$ cat config.mk
export PLATFORM = sky130hd
export DESIGN_NAME = thermocouple_cold_junction_linearizer_unit
export DESIGN_NICKNAME = d
export VERILOG_FILES = /design/src/rtl/thcj_pkg.sv /design/src/rtl/thermocouple_cold_junction_linearizer_unit.sv /design/src/rtl/thcj_comp.sv /design/src/rtl/thcj_div.sv /design/src/rtl/thcj_inv.sv
export SDC_FILE = /design/constraint.sdc
export NUM_CORES = 2
export LEC_CHECK = 0
export ABC_AREA = 1
export CELL_PAD_IN_SITES_DETAIL_PLACEMENT = 0
export CELL_PAD_IN_SITES_GLOBAL_PLACEMENT = 1
export CORE_UTILIZATION = 44
export CTS_CLUSTER_DIAMETER = 100
export CTS_CLUSTER_SIZE = 25
export DETAILED_ROUTE_END_ITERATION = 6
export DONT_BUFFER_PORTS = 1
export HOLD_SLACK_MARGIN = 0.05
export PLACE_DENSITY_LB_ADDON = 0.1
export SLEW_MARGIN = 20
export SYNTH_ARGS = -nofsm -noshare
export SYNTH_HDL_FRONTEND = slang
export SYNTH_HIERARCHICAL = 1
export SYNTH_SLANG_ARGS = --single-unit
$ cat constraint.sdc
create_clock -name clk_i -period 70.1 [get_ports clk_i]
set_clock_uncertainty 0.15 [all_clocks]
set_input_delay 3.505 -clock clk_i [delete_from_list [all_inputs] [get_ports clk_i]]
set_output_delay 3.505 -clock clk_i [all_outputs]
set_load 0.05 [all_outputs]
$ cat src/rtl/thcj_pkg.sv
// thcj_pkg: shared constants, voltage table, types and helpers for the
// thermocouple cold-junction linearizer. No dependencies.
`timescale 1ns / 1ps

package thcj_pkg;

  localparam int ROM_POINTS    = 40;
  localparam int TABLE_ENTRIES = 40;
  localparam int N_USE = (TABLE_ENTRIES < 2) ? 2 :
                         ((TABLE_ENTRIES > ROM_POINTS) ? ROM_POINTS : TABLE_ENTRIES);

  localparam int STEP_Q8    = 2560;
  localparam int FIRST_T_Q8 = -23040;
  localparam int OUT_LOW    = -40000;
  localparam int OUT_HIGH   = 80000;

  // junction temperature: floor(x / 10) by reciprocal, x made non-negative
  localparam int          CJ_OFS    = 1600000;
  localparam int          CJ_BIAS_Q = 160000;
  localparam logic [22:0] M10       = 23'd6710887;

  // floor(y / 5) by reciprocal, y made non-negative
  localparam int          DIV5_OFS  = 655360;
  localparam int          DIV5_BIAS = 131072;
  localparam logic [20:0] M5        = 21'd1677722;

  localparam int QUO_W = 22;
  localparam int NUM_W = 31;
  localparam int DEN_W = 11;

  typedef logic signed [18:0] temp_t;
  typedef logic signed [19:0] volt_t;
  typedef logic signed [15:0] rom_t;
  typedef logic [9:0]         dv_t;

  localparam rom_t VOLT_ROM [ROM_POINTS] = '{
    -16'sd3321, -16'sd2990, -16'sd2649, -16'sd2297, -16'sd1934,
    -16'sd1564, -16'sd1184, -16'sd797,  -16'sd401,  16'sd0,
    16'sd407,   16'sd817,   16'sd1232,  16'sd1651,  16'sd2072,
    16'sd2494,  16'sd2919,  16'sd3345,  16'sd3770,  16'sd4194,
    16'sd4617,  16'sd5038,  16'sd5456,  16'sd5873,  16'sd6285,
    16'sd6697,  16'sd7108,  16'sd7516,  16'sd7925,  16'sd8333,
    16'sd8744,  16'sd9155,  16'sd9567,  16'sd9981,  16'sd10397,
    16'sd10814, 16'sd11234, 16'sd11655, 16'sd12078, 16'sd12502
  };

  typedef enum logic {
    CFG_BIAS   = 1'b0,
    CFG_OFFSET = 1'b1
  } cfg_idx_e;

  typedef struct packed {
    temp_t cj_t;
    logic  open;
    logic  cj_above;
    logic  sum_above;
  } side_t;

  typedef struct packed {
    logic [NUM_W-1:0] num;
    logic [DEN_W-1:0] den;
    logic             neg;
    temp_t            base;
    side_t            side;
  } div_req_t;

  typedef struct packed {
    logic [QUO_W-1:0] quo;
    logic             neg;
    temp_t            base;
    side_t            side;
  } div_rsp_t;

  function automatic temp_t temp_at(input int i);
    return temp_t'(FIRST_T_Q8 + i * STEP_Q8);
  endfunction

  function automatic dv_t rom_dv(input int i);
    return dv_t'(VOLT_ROM[i+1] - VOLT_ROM[i]);
  endfunction

  function automatic logic signed [17:0] sat_out(input logic signed [23:0] x);
    logic signed [23:0] y;
    y = x;
    if (y < 24'(OUT_LOW)) y = 24'(OUT_LOW);
    if (y > 24'(OUT_HIGH)) y = 24'(OUT_HIGH);
    return y[17:0];
  endfunction

endpackage

$ cat src/rtl/thermocouple_cold_junction_linearizer_unit.sv
// thermocouple_cold_junction_linearizer_unit: top level with configuration
// registers and output register. Depends on thcj_pkg, thcj_comp, thcj_inv.
//
// Usage: each request on the slave stream carries a cold-junction code and
// a thermocouple code; one result per request leaves on the master stream
// with hot and cold junction temperatures in 1/256 degree C and three flags.
// The bias code and final offset are written through the cfg port while the
// block is idle; reset loads 8000 and -1024 and empties the pipeline.
// The pipeline has 8 compensation stages, 2 search/set-up stages, a
// 22-stage divider (one quotient bit per stage) and the output register.
// A new request can enter every cycle. When the receiver stalls with a
// result waiting, the whole pipeline holds and s_axis_tready_o falls;
// nothing is lost or repeated.
`timescale 1ns / 1ps

module thermocouple_cold_junction_linearizer_unit import thcj_pkg::*; (
  input  logic        clk_i,
  input  logic        rst_ni,
  input  logic        s_axis_tvalid_i,
  output logic        s_axis_tready_o,
  // cold_junction_code [15:0], couple_code [31:16]
  input  logic [31:0] s_axis_tdata_i,
  output logic        m_axis_tvalid_o,
  input  logic        m_axis_tready_i,
  // temperature_q8 [17:0], junction_temp_q8 [35:18], zero pad [39:36]
  output logic [39:0] m_axis_tdata_o,
  // open_couple [0], junction_above_table [1], sum_above_table [2]
  output logic [2:0]  m_axis_tuser_o,
  input  logic        cfg_we_i,
  input  logic        cfg_idx_i,
  input  logic [15:0] cfg_wdata_i
);

  logic [15:0]        bias_q;
  logic signed [15:0] offset_q;
  logic               out_vld_q;
  logic signed [17:0] temp_q;
  logic signed [17:0] junc_q;
  logic [2:0]         flags_q;

  logic               ce;
  logic               comp_vld;
  volt_t              comp_sum;
  side_t              comp_side;
  logic               inv_vld;
  div_rsp_t           inv_rsp;
  logic signed [22:0] q_w;
  logic signed [23:0] hot_w;

  assign ce = !out_vld_q || m_axis_tready_i;

  always_ff @(posedge clk_i or negedge rst_ni) begin
    if (!rst_ni) begin
      bias_q   <= 16'd8000;
      offset_q <= -16'sd1024;
    end else if (cfg_we_i) begin
      unique case (cfg_idx_e'(cfg_idx_i))
        CFG_BIAS:   bias_q   <= cfg_wdata_i;
        CFG_OFFSET: offset_q <= $signed(cfg_wdata_i);
        default:    ;
      endcase
    end
  end

  thcj_comp u_comp (
    .clk_i   (clk_i),
    .rst_ni  (rst_ni),
    .ce_i    (ce),
    .valid_i (s_axis_tvalid_i),
    .cj_i    ($signed(s_axis_tdata_i[15:0])),
    .tc_i    ($signed(s_axis_tdata_i[31:16])),
    .bias_i  (bias_q),
    .valid_o (comp_vld),
    .sum_v_o (comp_sum),
    .side_o  (comp_side)
  );

  thcj_inv u_inv (
    .clk_i   (clk_i),
    .rst_ni  (rst_ni),
    .ce_i    (ce),
    .valid_i (comp_vld),
    .sum_v_i (comp_sum),
    .side_i  (comp_side),
    .valid_o (inv_vld),
    .rsp_o   (inv_rsp)
  );

  always_comb begin
    q_w   = inv_rsp.neg ? -$signed({1'b0, inv_rsp.quo}) : $signed({1'b0, inv_rsp.quo});
    hot_w = 24'(inv_rsp.base) + 24'(q_w) + 24'(offset_q);
  end

  always_ff @(posedge clk_i or negedge rst_ni) begin
    if (!rst_ni) begin
      out_vld_q <= 1'b0;
    end else if (ce) begin
      out_vld_q <= inv_vld;
    end
  end

  always_ff @(posedge clk_i) begin
    if (ce) begin
      temp_q  <= sat_out(hot_w);
      junc_q  <= sat_out(24'(inv_rsp.side.cj_t));
      flags_q <= {inv_rsp.side.sum_above, inv_rsp.side.cj_above, inv_rsp.side.open};
    end
  end

  assign s_axis_tready_o = ce;
  assign m_axis_tvalid_o = out_vld_q;
  assign m_axis_tdata_o  = {4'd0, junc_q, temp_q};
  assign m_axis_tuser_o  = flags_q;

  // a held result blocks new requests
  a_stall_blocks: assert property (@(posedge clk_i) disable iff (!rst_ni)
    m_axis_tvalid_o && !m_axis_tready_i |-> !s_axis_tready_o)
    else $error("request accepted while result stalled");

  // junction above the table means a junction temperature beyond the last point
  a_junction_above: assert property (@(posedge clk_i) disable iff (!rst_ni)
    m_axis_tvalid_o && m_axis_tuser_o[1] |->
      $signed(m_axis_tdata_o[35:18]) > 18'(temp_at(N_USE - 1)))
    else $error("junction flag without matching temperature");

endmodule

$ cat src/rtl/thcj_comp.sv
// thcj_comp: junction temperature and compensation voltage pipeline, eight
// stages, summed with the thermocouple voltage. Depends on thcj_pkg.
`timescale 1ns / 1ps

module thcj_comp import thcj_pkg::*; (
  input  logic               clk_i,
  input  logic               rst_ni,
  input  logic               ce_i,
  input  logic               valid_i,
  input  logic signed [15:0] cj_i,
  input  logic signed [15:0] tc_i,
  input  logic [15:0]        bias_i,
  output logic               valid_o,
  output volt_t              sum_v_o,
  output side_t              side_o
);

  logic [7:0]         vld_q;
  logic signed [15:0] tc_q [7];
  logic               open_q [8];
  temp_t              cjt_q [6];
  logic               ab_q [5];
  rom_t               rom_q [4];

  logic [21:0]        s1_x_q;
  logic [44:0]        s2_p_q;
  temp_t              s4_e_q;
  dv_t                s4_dv_q;
  logic signed [28:0] s5_p_q;
  logic [19:0]        s6_ny_q;
  logic [40:0]        s7_p_q;
  volt_t              s8_sum_q;

  logic signed [17:0] d_w;
  logic signed [23:0] x_w;
  temp_t              t_w;
  logic               seg_above;
  temp_t              seg_base;
  rom_t               seg_rom;
  dv_t                seg_dv;
  logic signed [28:0] a_w;
  logic signed [28:0] ny_w;
  temp_t              q_w;
  volt_t              comp_w;

  always_comb begin
    d_w = {{2{cj_i[15]}}, cj_i} - {2'b00, bias_i};
    x_w = (24'(d_w) <<< 4) + 24'sd5 + 24'(CJ_OFS);
    t_w = $signed({1'b0, s2_p_q[43:26]}) - temp_t'(CJ_BIAS_Q);
  end

  always_comb begin
    seg_above = 1'b1;
    seg_base  = temp_at(0);
    seg_rom   = VOLT_ROM[0];
    seg_dv    = rom_dv(0);
    for (int i = N_USE - 2; i >= 0; i--) begin
      if (cjt_q[0] <= temp_at(i + 1)) begin
        seg_above = 1'b0;
        seg_base  = temp_at(i);
        seg_rom   = VOLT_ROM[i];
        seg_dv    = rom_dv(i);
      end
    end
  end

  always_comb begin
    a_w    = s5_p_q + 29'sd1280;
    ny_w   = (a_w >>> 9) + 29'(DIV5_OFS);
    q_w    = $signed({1'b0, s7_p_q[40:23]}) - temp_t'(DIV5_BIAS);
    comp_w = ab_q[3] ? '0 : (volt_t'(rom_q[3]) + volt_t'(q_w));
  end

  always_ff @(posedge clk_i or negedge rst_ni) begin
    if (!rst_ni) begin
      vld_q <= '0;
    end else if (ce_i) begin
      vld_q <= {vld_q[6:0], valid_i};
    end
  end

  always_ff @(posedge clk_i) begin
    if (ce_i) begin
      s1_x_q    <= x_w[21:0];
      tc_q[0]   <= tc_i;
      open_q[0] <= (tc_i == 16'sh7FFF);
      for (int k = 1; k < 7; k++) begin
        tc_q[k] <= tc_q[k-1];
      end
      for (int k = 1; k < 8; k++) begin
        open_q[k] <= open_q[k-1];
      end
      s2_p_q   <= 45'(s1_x_q) * 45'(M10);
      cjt_q[0] <= t_w;
      for (int k = 1; k < 6; k++) begin
        cjt_q[k] <= cjt_q[k-1];
      end
      s4_e_q   <= cjt_q[0] - seg_base;
      s4_dv_q  <= seg_dv;
      ab_q[0]  <= seg_above;
      rom_q[0] <= seg_rom;
      for (int k = 1; k < 5; k++) begin
        ab_q[k] <= ab_q[k-1];
      end
      for (int k = 1; k < 4; k++) begin
        rom_q[k] <= rom_q[k-1];
      end
      s5_p_q   <= 29'(s4_e_q) * $signed({1'b0, s4_dv_q});
      s6_ny_q  <= ny_w[19:0];
      s7_p_q   <= 41'(s6_ny_q) * 41'(M5);
      s8_sum_q <= comp_w + (volt_t'(tc_q[6]) <<< 3);
    end
  end

  always_comb begin
    valid_o          = vld_q[7];
    sum_v_o          = s8_sum_q;
    side_o.cj_t      = cjt_q[5];
    side_o.open      = open_q[7];
    side_o.cj_above  = ab_q[4];
    side_o.sum_above = 1'b0;
  end

endmodule

$ cat src/rtl/thcj_div.sv
// thcj_div: pipelined restoring divider, one quotient bit per stage, with
// the request sideband carried alongside. Depends on thcj_pkg.
`timescale 1ns / 1ps

module thcj_div import thcj_pkg::*; (
  input  logic     clk_i,
  input  logic     rst_ni,
  input  logic     ce_i,
  input  logic     valid_i,
  input  div_req_t req_i,
  output logic     valid_o,
  output div_rsp_t rsp_o
);

  logic [QUO_W-1:0] vld_q;
  logic [DEN_W-1:0] rem_q [QUO_W];
  logic [NUM_W-1:0] num_q [QUO_W];
  logic [QUO_W-1:0] quo_q [QUO_W];
  logic [DEN_W-1:0] den_q [QUO_W];
  logic             neg_q [QUO_W];
  temp_t            base_q [QUO_W];
  side_t            side_q [QUO_W];

  logic [DEN_W-1:0] rin [QUO_W];
  logic [NUM_W-1:0] nin [QUO_W];
  logic [QUO_W-1:0] qin [QUO_W];
  logic [DEN_W-1:0] dn [QUO_W];
  logic [DEN_W:0]   trial [QUO_W];
  logic [DEN_W-1:0] rem_d [QUO_W];
  logic [QUO_W-1:0] quo_d [QUO_W];

  always_comb begin
    for (int k = 0; k < QUO_W; k++) begin
      if (k == 0) begin
        rin[k] = DEN_W'(req_i.num[NUM_W-1:QUO_W]);
        nin[k] = req_i.num;
        qin[k] = '0;
        dn[k]  = req_i.den;
      end else begin
        rin[k] = rem_q[k-1];
        nin[k] = num_q[k-1];
        qin[k] = quo_q[k-1];
        dn[k]  = den_q[k-1];
      end
      trial[k] = {rin[k], nin[k][QUO_W-1-k]};
      if (trial[k] >= {1'b0, dn[k]}) begin
        rem_d[k] = DEN_W'(trial[k] - {1'b0, dn[k]});
        quo_d[k] = qin[k] | (QUO_W'(1) << (QUO_W - 1 - k));
      end else begin
        rem_d[k] = DEN_W'(trial[k]);
        quo_d[k] = qin[k];
      end
    end
  end

  always_ff @(posedge clk_i or negedge rst_ni) begin
    if (!rst_ni) begin
      vld_q <= '0;
    end else if (ce_i) begin
      vld_q <= {vld_q[QUO_W-2:0], valid_i};
    end
  end

  always_ff @(posedge clk_i) begin
    if (ce_i) begin
      for (int k = 0; k < QUO_W; k++) begin
        rem_q[k] <= rem_d[k];
        num_q[k] <= nin[k];
        quo_q[k] <= quo_d[k];
        den_q[k] <= dn[k];
      end
      neg_q[0]  <= req_i.neg;
      base_q[0] <= req_i.base;
      side_q[0] <= req_i.side;
      for (int k = 1; k < QUO_W; k++) begin
        neg_q[k]  <= neg_q[k-1];
        base_q[k] <= base_q[k-1];
        side_q[k] <= side_q[k-1];
      end
    end
  end

  always_comb begin
    valid_o    = vld_q[QUO_W-1];
    rsp_o.quo  = quo_q[QUO_W-1];
    rsp_o.neg  = neg_q[QUO_W-1];
    rsp_o.base = base_q[QUO_W-1];
    rsp_o.side = side_q[QUO_W-1];
  end

endmodule

$ cat src/rtl/thcj_inv.sv
// thcj_inv: voltage-to-temperature conversion: segment search, dividend
// set-up and the pipelined divider. Depends on thcj_pkg and thcj_div.
`timescale 1ns / 1ps

module thcj_inv import thcj_pkg::*; (
  input  logic     clk_i,
  input  logic     rst_ni,
  input  logic     ce_i,
  input  logic     valid_i,
  input  volt_t    sum_v_i,
  input  side_t    side_i,
  output logic     valid_o,
  output div_rsp_t rsp_o
);

  logic               s9_vld_q;
  logic signed [20:0] s9_e_q;
  dv_t                s9_dv_q;
  temp_t              s9_base_q;
  side_t              s9_side_q;
  logic               s10_vld_q;
  div_req_t           s10_req_q;

  logic               seg_above;
  temp_t              seg_base;
  rom_t               seg_rom;
  dv_t                seg_dv;
  side_t              side_w;
  logic signed [32:0] x_w;
  logic signed [32:0] xa_w;
  logic [DEN_W-1:0]   den_w;
  div_req_t           req_w;

  always_comb begin
    seg_above = 1'b1;
    seg_base  = temp_at(0);
    seg_rom   = VOLT_ROM[0];
    seg_dv    = rom_dv(0);
    for (int i = N_USE - 2; i >= 0; i--) begin
      if (sum_v_i <= volt_t'(VOLT_ROM[i+1])) begin
        seg_above = 1'b0;
        seg_base  = temp_at(i);
        seg_rom   = VOLT_ROM[i];
        seg_dv    = rom_dv(i);
      end
    end
    side_w           = side_i;
    side_w.sum_above = seg_above;
  end

  always_comb begin
    den_w = {1'b0, s9_dv_q} << 1;
    x_w   = 33'(s9_e_q) * 33'sd5120 + $signed({23'd0, s9_dv_q});
    if (x_w < 0) begin
      xa_w = -x_w + $signed({22'd0, den_w}) - 33'sd1;
    end else begin
      xa_w = x_w;
    end
    req_w.num  = s9_side_q.sum_above ? '0 : xa_w[NUM_W-1:0];
    req_w.den  = den_w;
    req_w.neg  = !s9_side_q.sum_above && (x_w < 0);
    req_w.base = s9_side_q.sum_above ? '0 : s9_base_q;
    req_w.side = s9_side_q;
  end

  always_ff @(posedge clk_i or negedge rst_ni) begin
    if (!rst_ni) begin
      s9_vld_q  <= 1'b0;
      s10_vld_q <= 1'b0;
    end else if (ce_i) begin
      s9_vld_q  <= valid_i;
      s10_vld_q <= s9_vld_q;
    end
  end

  always_ff @(posedge clk_i) begin
    if (ce_i) begin
      s9_e_q    <= 21'(sum_v_i) - 21'(seg_rom);
      s9_dv_q   <= seg_dv;
      s9_base_q <= seg_base;
      s9_side_q <= side_w;
      s10_req_q <= req_w;
    end
  end

  thcj_div u_div (
    .clk_i   (clk_i),
    .rst_ni  (rst_ni),
    .ce_i    (ce_i),
    .valid_i (s10_vld_q),
    .req_i   (s10_req_q),
    .valid_o (valid_o),
    .rsp_o   (rsp_o)
  );

endmodule
### Word-level counts from Yosys, hierarchy flattened

Memory sizes are Yosys's and may differ from the RTL's. A register that Yosys moved wholly into a read port is not among the register bits.
Cells that the tools add are included.

* flip-flop bits (word level): 442
* logic and storage cells: 541
* memory bits (writable): 2877
* memories kept: 12

Memory list
* u_inv.u_div.num_q: words 22, bits a word 31, rd ports 21, clocked after memory_dff 0, write ports 22, RTL line thcj_div.sv:17 `logic [NUM_W-1:0] num_q [QUO_W];`
* u_inv.u_div.quo_q: words 22, bits a word 22, rd ports 22, clocked after memory_dff 0, write ports 22, RTL line thcj_div.sv:18 `logic [QUO_W-1:0] quo_q [QUO_W];`
* u_inv.u_div.side_q: words 22, bits a word 22, rd ports 22, clocked after memory_dff 0, write ports 22, RTL line thcj_div.sv:22 `side_t side_q [QUO_W];`
* u_inv.u_div.base_q: words 22, bits a word 19, rd ports 22, clocked after memory_dff 0, write ports 22, RTL line thcj_div.sv:21 `temp_t base_q [QUO_W];`
* u_inv.u_div.den_q: words 22, bits a word 11, rd ports 21, clocked after memory_dff 0, write ports 22, RTL line thcj_div.sv:19 `logic [DEN_W-1:0] den_q [QUO_W];`
* u_inv.u_div.rem_q: words 22, bits a word 11, rd ports 21, clocked after memory_dff 0, write ports 22, RTL line thcj_div.sv:16 `logic [DEN_W-1:0] rem_q [QUO_W];`
* 6 more memories

* bitwise operators: 1
* add/subtract/negate cells: 40
* reductions and logical operators: 14
* order comparisons: 105
* mux-type cells: 324
* multiply operators: 4
* equality and inequality tests: 1

Operator list (count)
* $mux W19: 70
* $mux W16: 79
* $mux W8: 67
* $mux W11: 23
* $ge A12 B11 Y1: 21
* $le A19 B17 Y1 const B: 13
* $sub A11 B11 Y11: 21
* $le A20 B15 Y1 const B: 11
* $le A20 B14 Y1 const B: 10
* $le A20 B13 Y1 const B: 8
* $le A19 B16 Y1 const B: 8
* $le A19 B15 Y1 const B: 6
* $mux W15: 7
* $le A20 B12 Y1 const B: 5
* $mux W24: 4
* $le A19 B18 Y1 const B: 5
* $le A19 B14 Y1 const B: 4
* $reduce_or A38 Y1: 2
* $mux W6: 9
* $gt A24 B18 Y1 const B: 2
* $mul A22 B23 Y44 const B: 1
* $mux W1: 43
* $le A20 B10 Y1 const B: 2
* $le A20 B11 Y1 const B: 2
* 55 further kinds: 66

### Logic depth before layout (Yosys ltp)

An unclocked memory read counts as a cell.

* word-level depth: 42
* mapped depth: 60
* gate-level depth less buffers: 59

### By module

Netlist, hierarchy kept.

Modules (own cells, without submodules)
* thcj_div: sequential area each 56704.4 µm², cells an instance 5486, times used 1, area an instance 77224.1 µm²
* thcj_comp: sequential area each 13172.6 µm², cells an instance 3640, times used 1, area an instance 38195.4 µm²
* thcj_inv: sequential area each 3983.8 µm², cells an instance 1332, times used 1, area an instance 10377.5 µm²
* thermocouple_cold_junction_linearizer_unit: sequential area each 2011.9 µm², cells an instance 777, times used 1, area an instance 5796.8 µm²

### Worst setup path after synthesis

OpenSTA, ideal clock, no wires.

* path type: input-to-reg
* start point: in m_axis_tready_i
* end point: reg u_comp.vld_q[0]
* stages: 3
* arrival time: 59.745 ns
* slack: 7.894 ns
* setup time: 2.311 ns
* path buffers: 0
* data required time: 67.639 ns
* cells stage by stage: inv_1 -> nand2_1 -> o21ai_0

* longest elaborated chain between the ends: 1

Ends and longest elaborated chain
* start: declaration: RTL line thermocouple_cold_junction_linearizer_unit.sv:24 `input logic m_axis_tready_i,`
* $logic_or A1 B1 Y1: RTL line thermocouple_cold_junction_linearizer_unit.sv:50 `assign ce = !out_vld_q || m_axis_tready_i;`
* named net s_axis_tready_o: RTL line thermocouple_cold_junction_linearizer_unit.sv:20 `output logic s_axis_tready_o,`
* end signal: assignment: RTL line thcj_comp.sv:78 `vld_q <= {vld_q[6:0], valid_i};`
* end: declaration: RTL line thcj_comp.sv:18 `logic [7:0] vld_q;`

The timed path passes the listed nets, and every way through them passes these cells.
A chain may end at the register's enable or synchronous reset.

### Worst setup path after layout

* start point: in m_axis_tready_i
* end point: out s_axis_tready_o

* longest elaborated chain between the ends: 1

Ends and longest elaborated chain (RTL line)
* $logic_or A1 B1 Y1: thermocouple_cold_junction_linearizer_unit.sv:50
* end: declaration: thermocouple_cold_junction_linearizer_unit.sv:20

No other way between the ends.

==> flow_summary.yaml <==
floorplan:
  initial_core_util_pct: 44.30
  ios: 99
  die_y_um: 548.9
  die_w_um: 548.9
  fp-row-count: 200
  die-area_um2: 301200
  core-area_um2: 297000
place:
  portBuffers: 0
  globalplace.congestion: 0.9034
  hpwl_mm: 198.4
detailed_routing:
  drc: 0
  ant_nets: 0
  drt_iter0_drc: 5074
  route.vias.total: 75870
  first_pass_iters: 7
  viasPerCell: 4.971
  wire_per_inst_um: 17.46
  finalWirelength_mm: 266.5
worst_setup_path:
  worstSetupPathType: "in -> out"
  cp_max_fo: 88
  worstPathCellList: "inv_1 > nand2_4 > buf_12"
  critPathSlowestCell: "nand2_4"
  worstSetupStartpointType: "input pin"
  end_kind: "output pin"
  worstPathRequired_ns: 66.44
  max_stage_delay_ns: 0.48
  arrival_ns: 4.75
cts:
  clock_latency_ns: 0.88
  cts_resized: 0
  cts_setup_buffers: 0
  cts_max_path_buffers: 4
  clk_pin_slew_ns: 0.09
  cts_buffers: 144
  cts_sinks: 2537
  cts_tree: "built"
  cts-htree-levels: 4
  root_buffer: "clkbuf_16"
  postCtsHoldBufs: 0
yosys:
  syn_area_um2: 131600
  ys_warn_count: 6
  synthCells: 11230
  syn_avg_cell_area_um2: 11.71
global_route:
  grt_pass1_wl_mm: 427.2
  grt.overflow.total: 0
  antenna_found_initial: 7
  grt_usage_pct: 17.85
  grt_pass1_vias: 77160
  grt_max_degree: 212
finish:
  drive_above_1_share_pct: 8.011
  fin_util_pct: 47.26
  nets: 12600
  fillCellCount: 26820
  syn2layout_area_growth_pct: 6.691
timing:
  worstMarginPinSlew_ns: 1.104
  final_max_slew_viol_count: 0
  setup_viol: 0
  hold_viol: 0
  setup_tns_ns: 0
  fin_crit_ns: 8.401
  fmax_mhz: 119.0
  rsz0062_at_grt: "no"
  period_share_pct: 11.98
  max_slew_margin_pct: 25.41
flow_run:
  drv_cap: 0
min_path:
  hold_class: "reg -> reg"
outcome:
  status: "finished, final reports clean"
-- layer usage --
layer	up-vias	global-route usage [%]	part of all wire, %
met3	314	1.711	3.1
met4	0	4.563	2.4
met2	1086	29.75	47
met1	36880	25.07	47
met5	-	0	0
li1	37600	-	-
-- sequential cells by signal (all words and copies together), names as in the netlist, 19 cells and up --
| name | flops |
|---|---|
| u_inv/s10_req_q | 71 |
| u_comp/cjt_q | 105 |
| u_inv/u_div/quo_q | 253 |
| u_inv/u_div/side_q | 484 |
| u_inv/u_div/rem_q | 231 |
| u_comp/s4_e_q | 19 |
| u_inv/u_div/vld_q | 22 |
| u_inv/req_w | 22 |
| u_inv/u_div/base_q | 418 |
| u_inv/u_div/neg_q | 22 |
| u_comp/sum_v_o | 20 |
| u_inv/u_div/den_q | 231 |
| u_comp/rom_q | 60 |
| u_inv/s9_e_q | 21 |
| u_comp/s5_p_q | 21 |
| u_comp/s6_ny_q | 20 |
| u_inv/u_div/num_q | 231 |
| u_comp/tc_q | 112 |
-- placed cells by master, fill, tap and decap left out, types with 24 or more instances in the layout --
cell,count
buf_4,50
inv_1,1920
xor2_1,194
nand3_1,281
nand3b_1,88
o21bai_1,24
nand4_1,234
nand3_2,148
nor2_4,39
o21ai_0,354
a21oi_1,415
nor2_1,489
nor3_1,74
nand2_1,2145
edfxtp_1,2472
a31oi_1,25
and2_1,29
clkbuf_16,146
nor2_2,82
a21boi_0,36
fa_1,453
o21ai_2,53
ha_1,835
inv_2,71
xnor2_1,80
o21ai_1,27
nor4_1,25
dfrtp_1,53
nand2_2,123
-- layout make-up --
type                       instances  area, um^2  area share, %
antenna                            2       5.005       0.003565
timing repair buffer              60       590.6         0.4207
tap                             3939        4928          3.511
sequential                      2537       75870          54.05
inverter                        1998        7505          5.346
clock inverter                    56       874.6         0.6230
clock buffer                     157        3695          2.632
multi-input combinational       6514       46920          33.42
-- worst max-delay path: cells and delay by family --
kind | cells | cell delay [ns]
AND/OR/NAND/NOR | 1 | 0.48
buffers and inverters | 2 | 0.48
-- path summary, 6_finish.rpt --
kind                                                          start                             endpoint  slack, ns  cells after the start
worst max-delay path                                m_axis_tready_i                      s_axis_tready_o      61.70                      3
worst min-delay path            u_inv/u_div/quo_q[0][127]$_DFFE_PP_  u_inv/u_div/quo_q[0][149]$_DFFE_PP_       0.23                      0
worst max register to register          u_comp/s6_ny_q[6]$_DFFE_PP_          u_comp/s7_p_q[38]$_DFFE_PP_      62.17                     25
worst min register to register  u_inv/u_div/quo_q[0][127]$_DFFE_PP_  u_inv/u_div/quo_q[0][149]$_DFFE_PP_       0.23                      0
max in group asynchronous                                    rst_ni               bias_q[12]$_DFFE_PN1P_      67.39                      0
min in group asynchronous                                    rst_ni                bias_q[0]$_DFFE_PN0P_       2.19                      0
-- stage by stage --
stage / cell area, um^2 / hold WS (ns) / std cells / setup slack, ns
CTS: 140300 / 0.2301 / 15260 / 61.70
detailed placement: 135800 / 0.2545 / 15050 / 61.32
global placement: 135800 / 0.2504 / 15050 / 61.45
global route: 140400 / 0.2379 / 15260 / 61.60
finish: 140400 / 0.2334 / 15260 / 61.70
floorplan: 131700 / 0.2503 / 11250 / 7.894
Power is not shown: default switching activity piles up to over one toggle a cycle in this logic, so the estimate is an artifact.
